[config.mk]
export PLATFORM = sky130hd
export DESIGN_NAME = url_percent_decoder
export DESIGN_NICKNAME = d
export VERILOG_FILES = /design/src/rtl/core/upd_pkg.sv /design/src/rtl/core/url_percent_decoder.sv /design/src/rtl/core/upd_front.sv /design/src/rtl/core/upd_queue.sv /design/src/rtl/core/upd_back.sv
export SDC_FILE = /design/constraint.sdc
export NUM_CORES = 1
export LEC_CHECK = 0
export BUFFER_PORTS_ARGS = -buffer_cell sky130_fd_sc_hd__buf_2
export CAP_MARGIN = 25
export CORE_AREA = 10 10 91 152
export CTS_BUF_LIST = sky130_fd_sc_hd__clkbuf_8
export DETAILED_ROUTE_END_ITERATION = 8
export DIE_AREA = 0 0 101 162
export PLACE_DENSITY = 0.84
export SLEW_MARGIN = 0
export SYNTH_ARGS = -nofsm -noshare
export SYNTH_HDL_FRONTEND = slang
export SYNTH_SLANG_ARGS = --single-unit
[constraint.sdc]
create_clock -name clk -period 10.7 [get_ports clk]
set_clock_uncertainty 0.1 [all_clocks]
set_input_delay 0.535 -clock clk [delete_from_list [all_inputs] [get_ports clk]]
set_output_delay 0.535 -clock clk [all_outputs]
set_load 0.02 [all_outputs]
[src/rtl/core/upd_pkg.sv]
// Shared types, constants and the hex digit decoder for the URL percent decoder.
// Used by every module of the block; depends on nothing.
`default_nettype none

package upd_pkg;

  localparam logic [7:0] PctChar = 8'h25;
  localparam int unsigned MaxBytes = 3;
  localparam int unsigned QueueDepth = 4;
  localparam int unsigned QueuePtrW = $clog2(QueueDepth);

  typedef struct packed {
    logic [7:0] in_byte;
    logic       in_last;
  } in_item_t;

  typedef struct packed {
    logic [7:0] out_byte;
    logic       out_string_end;
    logic       out_run_end;
  } out_item_t;

  // one input item's worth of output bytes, 1..3 of them
  typedef struct packed {
    logic [MaxBytes-1:0][7:0] bytes;
    logic [1:0]               count;
    logic                     str_end;
  } job_t;

  typedef struct packed {
    logic empty;
    logic full;
  } q_status_t;

  typedef struct packed {
    logic       ok;
    logic [3:0] val;
  } hex_t;

  function automatic hex_t hex_decode(input logic [7:0] c);
    hex_t h;
    h.ok  = 1'b0;
    h.val = c[3:0];
    if (c >= 8'h30 && c <= 8'h39) begin
      h.ok = 1'b1;
    end else if ((c >= 8'h41 && c <= 8'h46) || (c >= 8'h61 && c <= 8'h66)) begin
      h.ok  = 1'b1;
      h.val = c[3:0] + 4'd9;
    end
    return h;
  endfunction

endpackage

`default_nettype wire

[src/rtl/core/url_percent_decoder.sv]
// Top level of the URL percent decoder: front end, job queue and back end.
// Depends on upd_pkg, upd_front, upd_queue and upd_back.
//
//   channel | direction | payload     | handshake
//   --------+-----------+-------------+----------------------
//   in      | to block  | in_item_t   | in_valid / in_stall
//   out     | from block| out_item_t  | out_valid / out_stall
//
// An input item is taken every cycle while the job queue has room; it yields
// 0 to 3 output bytes, which leave one per cycle while out_stall is low. The
// four-entry job queue absorbs those bursts. Output leaves from a register
// loaded from the queue head. Reset (synchronous, rst high) empties the queue
// and drops any held escape. in_stall rises only when the queue is full.
`default_nettype none

module url_percent_decoder (
  input  wire logic               clk,
  input  wire logic               rst,
  input  wire logic               in_valid,
  output logic                    in_stall,
  input  wire upd_pkg::in_item_t  in_item,
  output logic                    out_valid,
  input  wire logic               out_stall,
  output upd_pkg::out_item_t      out_item
);

  logic               push, pop;
  upd_pkg::job_t      push_job, head;
  upd_pkg::q_status_t q_status;

  upd_front u_front (
    .clk      (clk),
    .rst      (rst),
    .in_valid (in_valid),
    .in_stall (in_stall),
    .in_item  (in_item),
    .q_status (q_status),
    .push     (push),
    .push_job (push_job)
  );

  upd_queue u_queue (
    .clk      (clk),
    .rst      (rst),
    .push     (push),
    .push_job (push_job),
    .pop      (pop),
    .head     (head),
    .status   (q_status)
  );

  upd_back u_back (
    .clk       (clk),
    .rst       (rst),
    .head      (head),
    .q_status  (q_status),
    .pop       (pop),
    .out_valid (out_valid),
    .out_stall (out_stall),
    .out_item  (out_item)
  );

endmodule

`default_nettype wire

[src/rtl/core/upd_front.sv]
// Front end: accepts input items, tracks the pending escape and builds output jobs.
// Depends on upd_pkg.
`default_nettype none

module upd_front (
  input  wire logic              clk,
  input  wire logic              rst,
  input  wire logic              in_valid,
  output logic                   in_stall,
  input  wire upd_pkg::in_item_t in_item,
  input  wire upd_pkg::q_status_t q_status,
  output logic                   push,
  output upd_pkg::job_t          push_job
);

  localparam logic [1:0] HeldNone  = 2'd0;
  localparam logic [1:0] HeldPct   = 2'd1;
  localparam logic [1:0] HeldDigit = 2'd2;

  logic [1:0]    held_count, held_count_next;
  logic [7:0]    held_digit, held_digit_next;
  upd_pkg::job_t job;
  upd_pkg::hex_t lo, hi;
  logic          accept;

  assign in_stall = q_status.full;
  assign accept   = in_valid && !in_stall;

  always_comb begin
    logic [1:0] cnt;
    logic [7:0] b;
    cnt             = 2'd0;
    b               = in_item.in_byte;
    lo              = upd_pkg::hex_decode(b);
    hi              = upd_pkg::hex_decode(held_digit);
    held_count_next = held_count;
    held_digit_next = held_digit;
    job             = '0;

    case (held_count)
      HeldPct: begin
        if (lo.ok) begin
          held_digit_next = b;
          held_count_next = HeldDigit;
        end else begin
          job.bytes[cnt] = upd_pkg::PctChar;
          cnt = cnt + 2'd1;
          if (b == upd_pkg::PctChar) begin
            held_count_next = HeldPct;
          end else begin
            held_count_next = HeldNone;
            job.bytes[cnt] = b;
            cnt = cnt + 2'd1;
          end
        end
      end
      HeldDigit: begin
        if (lo.ok) begin
          held_count_next = HeldNone;
          job.bytes[cnt] = {hi.val, lo.val};
          cnt = cnt + 2'd1;
        end else begin
          job.bytes[cnt] = upd_pkg::PctChar;
          cnt = cnt + 2'd1;
          job.bytes[cnt] = held_digit;
          cnt = cnt + 2'd1;
          if (b == upd_pkg::PctChar) begin
            held_count_next = HeldPct;
          end else begin
            held_count_next = HeldNone;
            job.bytes[cnt] = b;
            cnt = cnt + 2'd1;
          end
        end
      end
      default: begin
        if (b == upd_pkg::PctChar) begin
          held_count_next = HeldPct;
        end else begin
          held_count_next = HeldNone;
          job.bytes[cnt] = b;
          cnt = cnt + 2'd1;
        end
      end
    endcase

    // flush whatever is still held at end of string
    if (in_item.in_last) begin
      if (held_count_next == HeldPct || held_count_next == HeldDigit) begin
        job.bytes[cnt] = upd_pkg::PctChar;
        cnt = cnt + 2'd1;
      end
      if (held_count_next == HeldDigit) begin
        job.bytes[cnt] = held_digit_next;
        cnt = cnt + 2'd1;
      end
      held_count_next = HeldNone;
      held_digit_next = 8'h00;
    end

    job.count   = cnt;
    job.str_end = in_item.in_last;
  end

  assign push     = accept && (job.count != 2'd0);
  assign push_job = job;

  always_ff @(posedge clk) begin
    if (rst) begin
      held_count <= HeldNone;
      held_digit <= 8'h00;
    end else if (accept) begin
      held_count <= held_count_next;
      held_digit <= held_digit_next;
    end
  end

endmodule

`default_nettype wire

[src/rtl/core/upd_queue.sv]
// Short job queue between the front end and the back end.
// Depends on upd_pkg.
`default_nettype none

module upd_queue (
  input  wire logic          clk,
  input  wire logic          rst,
  input  wire logic          push,
  input  wire upd_pkg::job_t push_job,
  input  wire logic          pop,
  output upd_pkg::job_t      head,
  output upd_pkg::q_status_t status
);

  localparam int unsigned CntW = $clog2(upd_pkg::QueueDepth + 1);

  upd_pkg::job_t                   mem [upd_pkg::QueueDepth];
  logic [upd_pkg::QueuePtrW-1:0]   wr_ptr, rd_ptr;
  logic [CntW-1:0]                 count;
  logic                            do_push, do_pop;

  assign status.empty = (count == '0);
  assign status.full  = (count == CntW'(upd_pkg::QueueDepth));
  assign do_push      = push && !status.full;
  assign do_pop       = pop && !status.empty;
  assign head         = mem[rd_ptr];

  always_ff @(posedge clk) begin
    if (do_push) begin
      mem[wr_ptr] <= push_job;
    end
  end

  always_ff @(posedge clk) begin
    if (rst) begin
      wr_ptr <= '0;
      rd_ptr <= '0;
      count  <= '0;
    end else begin
      if (do_push) begin
        wr_ptr <= wr_ptr + 1'b1;
      end
      if (do_pop) begin
        rd_ptr <= rd_ptr + 1'b1;
      end
      if (do_push && !do_pop) begin
        count <= count + 1'b1;
      end else if (do_pop && !do_push) begin
        count <= count - 1'b1;
      end
    end
  end

endmodule

`default_nettype wire

[src/rtl/core/upd_back.sv]
// Back end: walks the head job one byte per cycle, while out_stall is low, into the output register.
// Depends on upd_pkg.
`default_nettype none

module upd_back (
  input  wire logic               clk,
  input  wire logic               rst,
  input  wire upd_pkg::job_t      head,
  input  wire upd_pkg::q_status_t q_status,
  output logic                    pop,
  output logic                    out_valid,
  input  wire logic               out_stall,
  output upd_pkg::out_item_t      out_item
);

  logic [1:0] idx;
  logic       load, last_of_job;

  assign load        = !out_valid || !out_stall;
  assign last_of_job = ((idx + 2'd1) == head.count);
  assign pop         = load && !q_status.empty && last_of_job;

  always_ff @(posedge clk) begin
    if (rst) begin
      out_valid <= 1'b0;
      idx       <= 2'd0;
    end else if (load) begin
      out_valid <= !q_status.empty;
      if (!q_status.empty) begin
        idx <= last_of_job ? 2'd0 : idx + 2'd1;
      end
    end
  end

  // payload needs no reset
  always_ff @(posedge clk) begin
    if (load && !q_status.empty) begin
      out_item.out_byte       <= head.bytes[idx];
      out_item.out_string_end <= last_of_job && head.str_end;
      out_item.out_run_end    <= last_of_job;
    end
  end

endmodule

`default_nettype wire

# Yosys cells after proc, flatten, opt, wreduce, memory -nomap -nowiden
# Memories as Yosys holds them, arrays and structs flattened. A register that Yosys moved wholly into a read port is not among the register bits.
# Index checks and enable logic that the tools add are counted.
[classes] addsub=9 mul=0 div=0 magnitude_cmp=17 eq_ne=7 shift=0 muxes=48 bitwise_logic=4 reduce_logical=31
[ops] operator="two-way mux 24 bit" count=4
[ops] operator="two-way mux 8 bit" count=9
[ops] operator="demux 8 bit (select 2 bit)" count=2
[ops] operator="greater-or-equal comparator 8 x 7 -> 1 bit (second input constant)" count=4
[ops] operator="less-or-equal comparator 8 x 7 -> 1 bit (second input constant)" count=4
[ops] operator="two-way mux 16 bit" count=2
[ops] operator="one-hot mux 8 bit (2 select lines)" count=2
[ops] operator="two-way mux 2 bit" count=13
[ops] operator="bitwise mux 24 bit" count=1
[ops] operator="logical AND 1 bit" count=17
[ops] operator="binary-select mux 8 bit (select 2 bit)" count=1
[ops] operator="greater-or-equal comparator 8 x 6 -> 1 bit (second input constant)" count=2
[ops] operator="less-or-equal comparator 8 x 6 -> 1 bit (second input constant)" count=2
[ops] operator="AND 15 bit" count=1
[ops] operator="inverter 15 bit" count=1
[ops] operator="two-way mux 4 bit" count=3
[ops] operator="adder 2 x 1 -> 2 bit (second input constant)" count=5
[ops] operator="< comparator 2 x 3 -> 1 bit (second input constant)" count=3
[ops] operator="bitwise OR 9 bit" count=1
[ops] operator="adder 4 bit (second input constant)" count=2
[ops] operator="equality test 8 x 6 -> 1 bit (second input constant)" count=1
[ops] operator="one-hot mux 2 bit (2 select lines)" count=2
[ops] operator="zero test 1 bit" count=6
[ops] operator="two-way mux 1 bit" count=6
[ops] operator="other kinds (14)" count=22
[totals] regBits=30 latch_bits=0 ramBits=108 mem_bits_ro=0 input_bits=13 output_inout_bits=12 wordCells=127 n_memories=1
[mem_list] memory="u_queue.mem" depth=4 word_bits=27 rd=1 rd_clocked_by_memory_dff=1 write_ports=1 line="upd_queue.sv:17" text="upd_pkg::job_t mem [upd_pkg::QueueDepth];"

# Logic depth before layout (Yosys ltp)
[depth] ltp_word=21 ltp_mapped=25 mapped_depth_nobuf=23

# Hierarchy
# From an unflattened synthesis, not the netlist that was laid out.
[unflattened] hier_cells=486 area_unflattened_um2=6787.8
[modules_own_cells] module="upd_queue" instances=1 cells_each=189 area_each_um2=4388.0 seq_area_each_um2=3423.3
[modules_own_cells] module="upd_front" instances=1 cells_each=238 area_each_um2=1745.4 seq_area_each_um2=200.2
[modules_own_cells] module="upd_back" instances=1 cells_each=59 area_each_um2=654.4 seq_area_each_um2=360.3

# Least setup slack after synthesis
# OpenSTA, ideal clock, no wires.
[synth_timing] kind="in2reg" from="in in_item[1] (netlist bit)" to="reg u_queue.count[2]" setup_ps=71 arrival_time_ps=4749 t_required_ps=10529 slack_ps=5780 path_stages=25 path_buffers=2 cell_sequence="clkbuf_1 -> inv_1 -> ha_1 -> nor2b_1 -> a21oi_1 -> o2111a_1 -> o21ai_1 -> buf_2 -> nor2_1 -> ha_1 -> nand2b_1 -> a21boi_0 -> inv_1 -> ha_1 -> nand2_1 -> o21ai_0 -> nand2_1 -> o21bai_1 -> nor2_1 -> ha_1 -> inv_1 -> fa_1 -> xor2_1 -> or3_1 -> a21oi_1"
[synth_between] elab_chain_cells=20 elab_cells_between_ends=40 cone_classes="add/sub (2); order compare (6); eq/ne (3); mux (17); reduce/logical (12)"
[synth_lines] element="start, declared" line="url_percent_decoder.sv:21" text="input wire upd_pkg::in_item_t in_item,"
[synth_lines] element="parallel branches: the longest is 13 deep, another holds greater-or-equal comparator 8 x 7 -> 1 bit"
[synth_lines] element="two-way mux 2 bit *" line="upd_front.sv:88" text="if (in_item.in_last) begin"
[synth_lines] element="nonzero test 2 bit *" line="upd_front.sv:105" text="assign push = accept && (job.count != 2'd0);"
[synth_lines] element="logical AND 1 bit *" line="upd_front.sv:105"
[synth_lines] element="logical AND 1 bit *" line="upd_queue.sv:24" text="assign do_push = push && !status.full;"
[synth_lines] element="named net u_queue.do_push" line="upd_queue.sv:20" text="logic do_push, do_pop;"
[synth_lines] element="zero test 1 bit" line="upd_queue.sv:48" text="end else if (do_pop && !do_push) begin"
[synth_lines] element="logical AND 1 bit" line="upd_queue.sv:48"
[synth_lines] element="nonzero test 2 bit (no source line)"
[synth_lines] element="end signal, assigned" line="upd_queue.sv:47" text="count <= count + 1'b1;"
[synth_lines] element="end signal, assigned" line="upd_queue.sv:49" text="count <= count - 1'b1;"
[synth_lines] element="end, declared" line="upd_queue.sv:19" text="logic [CntW-1:0] count;"
# Mark *: on every way through the listed nets, which the timed path passes. The select of a mux whose other input is x is not followed.
# A chain may end at the register's enable or synchronous reset.

# Worst setup path after layout
[layout_timing] from="reg u_front.held_count[0]" to="reg u_queue.count[2]"
[layout_between] elab_chain_cells=15 elab_cells_between_ends=21 cone_classes="add/sub (2); eq/ne (4); mux (7); reduce/logical (8)"
[layout_lines] element="start, declared" line="upd_front.sv:20" text="logic [1:0] held_count, held_count_next;"
[layout_lines] element="start signal, assigned" line="upd_front.sv:110" text="held_count <= HeldNone;"
[layout_lines] element="start signal, assigned" line="upd_front.sv:113" text="held_count <= held_count_next;"
[layout_lines] element="parallel branches: the longest is 8 deep, another holds adder 2 x 1 -> 2 bit"
[layout_lines] element="two-way mux 2 bit *" line="upd_front.sv:88"
[layout_lines] element="nonzero test 2 bit *" line="upd_front.sv:105"
[layout_lines] element="logical AND 1 bit *" line="upd_front.sv:105"
[layout_lines] element="logical AND 1 bit *" line="upd_queue.sv:24"
[layout_lines] element="named net u_queue.do_push" line="upd_queue.sv:20"
[layout_lines] element="zero test 1 bit" line="upd_queue.sv:48"
[layout_lines] element="logical AND 1 bit" line="upd_queue.sv:48"
[layout_lines] element="nonzero test 2 bit (no source line)"
# Marked as above.

==> metrics.md <==
| Metric | Value |
|---|---|
| Layout cell share with drive strength beyond 1 | `0.204` |
| Netlist Area Pre-Place | `0.00683 sq mm` |
| Cell Pwr Density | `195 mW/mm^2` |
| FFs w/ async S/R, synth | `0` |
| Most Crowded Layer GR | `met2` |
| Syn Nets | `534` |
| Mapped Avg Cell Area | `between 10 and 15 sq um` |
| Final-stage net count | `557` |
| CP Class | `reg -> reg` |
| Post-synthesis adder-cell area fraction | `0.0432` |
| Fill count | `731` |
| CTS max path bufs | `2` |
| Reg2reg path depth | `21` |
| # clock sinks | `140` |
| Max VDD drop | `0.154 mV` |
| Cts repair resizes | `0` |
| Largest net degree at the start of global routing | `28` |
| Worst Max-Slew Pin Slew | `around 0.94 ns` |
| Routed vias/inst | `approximately 6.8` |
| TritonCTS clock tree | `built` |
| Sum Neg Setup Slack | `0 ns` |
| Status | `finished, final reports clean` |
| Initial antenna violation count | `0` |
| CTS root buf | `clkbuf_8` |
| Distinct cells, synth | `73` |
| Vias in the first global route | `4,625` |
| Layout Cells excl Fill | `666` |
| Most frequent cells in the layout | `edfxtp_1 (118), inv_1 (32), mux4_2 (27), buf_2 (24), nand2_1 (23)` |
| Post-synth EDFFs | `118` |
| Critical Path Fanout Max | `20` |
| Final Util | `0.674` |
| Worst hold path type | `in -> reg` |
| Area of the die | `around 0.016 sq mm` |
| # DRC | `0` |
| Post-route clock period utilization | `0.466` |
| Detailed-route wire length | `~16,000 microns` |
| Avg WL per Cell | `roughly 24 microns` |
| Slew Viols, Final | `0` |
| Detail Placement HPWL | `10,800 microns` |
| Synth top area cells | `edfxtp_1 (52%), mux4_2 (8.9%), dfxtp_1 (6.4%)` |
| Worst hold margin | `0.269 ns` |
| Via Count | `approximately 4,600` |
| RSZ-0062 raised after global routing | `no` |
| Routability Congestion | `between 0.9 and 1` |
| IO Port Bufs | `24` |
| Max_cap viols | `0` |
| YS warnings | `0` |
| Layout area overhead | `10.1%` |
| I/O pin cnt | `25` |
| CP Capture Type | `flip-flop` |
| Worst-path clk slew | `around 0.080 ns` |
| Post-synthesis compound-gate area fraction | `0.129` |
| DR iter-0 viols | `381` |
| Met2 Resource Use GR | `0.337` |
| Min Tclk post-route | `4.98 ns` |
| Number of setup buffers added after CTS | `0` |
| #FFs+latches synth | `140` |
| Rows | `51` |
| Worst Path Required | `10.96 ns` |
| Mux share of post-synthesis cell area | `0.108` |
| Total CTS buffers | `17` |
| Initial core utilization | `0.612` |
| Post-Place Cells | `around 630` |
| Top_reg_cell synth | `edfxtp_1` |
| Most common cell after layout, fill and taps aside | `edfxtp_1` |
| Fin. Hold Viols | `0` |
| Core footprint | `0.0112 sq mm` |
| Drt first pass iters | `5` |
| Register area share after synthesis | `0.583` |
| All-Layer GR Usage | `0.197` |
| Crit path launch type | `flip-flop` |
| Clock Latency Late Sink | `roughly 0.43 ns` |
| Synth Area in XOR/XNOR | `0.0114` |
| Synth Area in Simple Gates | `0.0894` |
| H-tree depth | `4` |
| Final Setup Violations | `0` |
| Antenna diodes | `0` |
| Hold Crit Depth | `3` |
| Hold-fix buffers, CTS | `0` |
| Gate Count Post-Synth | `498` |
| Met3 GRT Util | `0.0323` |
| Routed Antenna Nets | `0` |
| Crit path DAT | `5.24 ns` |
| Cell taking the most area after synthesis | `edfxtp_1` |
| Largest family of logic cells by synthesized area | `compound AO/OA/AOI/OAI gates` |
| Die W | `101 microns` |
| P_leak | `0.00258 uW` |
| Remaining global-route overflow | `0` |
| Normalized max-slew margin | `0.373` |
| Met1 GRT Util | `0.226` |
| Fmax | `201 MHz` |
| Die Height | `around 160 microns` |
| Global-route wire length before repair | `~25,000 microns` |
| Post-synth top area share | `0.519` |
## area by class of cell
type,instances,area [sq um],share of cell area
tap,132,165,0.0219
inverter,30,113,0.0150
multi-input combinational,299,2610,0.346
clock buffer,17,234,0.0311
timing repair buffer,33,200,0.0266
sequential,140,3990,0.530
clock inverter,15,223,0.0296
## sequential cells by signal, summed over array words and instances (netlist names), named ones only
| signal | count |
|---|---|
| u_back.idx | 2 |
| u_back.out_item | 10 |
| u_back.out_valid | 1 |
| u_front.held_count | 2 |
| u_front.held_digit | 8 |
| u_queue.count | 3 |
| u_queue.mem | 108 |
| u_queue.rd_ptr | 2 |
| u_queue.wr_ptr | 2 |
## cells in the mapped netlist (6+ instances only)
cell type / n
nand2b_1: 13
mux2i_1: 13
mux4_2: 27
a21oi_1: 17
o22ai_1: 18
edfxtp_1: 118
a22oi_1: 6
nor2_1: 19
ha_1: 22
o21ai_0: 13
inv_1: 30
clkbuf_1: 15
nand2_1: 23
a31oi_1: 6
and2_1: 10
dfxtp_1: 22
a22o_1: 10
nand3_1: 11
## final timing paths
| kind | slack [ns] | endpoint | startpoint |
|---|---|---|---|
| max | 5.72 | u_queue.count[2] | u_front.held_count[0] |
| min | 0.27 | u_back.out_valid | out_stall |
| max reg2reg | 5.72 | u_queue.count[2] | u_front.held_count[0] |
| min reg2reg | 0.37 | u_back.out_valid | u_back.out_valid |
## per-stage QoR
step           setup slack, ns  total power, uW  cell area (sq um)
6_report                  5.72             1470               7520
5_1_grt                   5.27             1530               7520
4_1_cts                   5.74             1470               7500
3_5_place_dp              5.41              998               7050
3_3_place_gp              5.71              985               7050
2_1_floorplan             5.78              915               6830
## power breakdown
part           leakage, uW  switching (uW)  internal (uW)
Sequential         0.00131            28.2            659
Clock             0.000233             203            278
Combinational      0.00104             175            127
Total              0.00258             405           1060
## logic make-up (layout without fill, tap and decap cells)
| logic type | Yosys count | in the layout |
|---|---|---|
| AOI/OAI and AO/OA | 118 | 118 |
| xor gates and xnor gates | 8 | 8 |
| adders and majority gates | 23 | 23 |
| buffers and inverters | 59 | 95 |
| DFF | 140 | 140 |
| muxes | 40 | 40 |
| and+or+nand+nor | 110 | 110 |
## routing by layer
metal	part of all wire	vias to the layer above
li1	-	2003
met1	0.37	2250
met2	0.53	248
met3	0.055	53
met4	0.049	0
met5	0	-
## critical path, cell delays in order, from the launching register on
cell and delay, ns:
dfxtp_1 0.36, inv_1 0.05, ha_1 0.72, nor2_1 0.20, a21oi_1 0.41, inv_1 0.09
ha_1 0.30, nand2b_1 0.10, a21boi_0 0.30, inv_1 0.12, ha_1 0.28, nand2_1 0.05
o21ai_0 0.11, nand2_1 0.10, o21bai_1 0.11, nor2_1 0.22, ha_1 0.22, inv_1 0.06
fa_1 0.37, xor2_1 0.18, or3_1 0.31, a21oi_1 0.13
No activity file was read; power rests on OpenSTA's default activity.
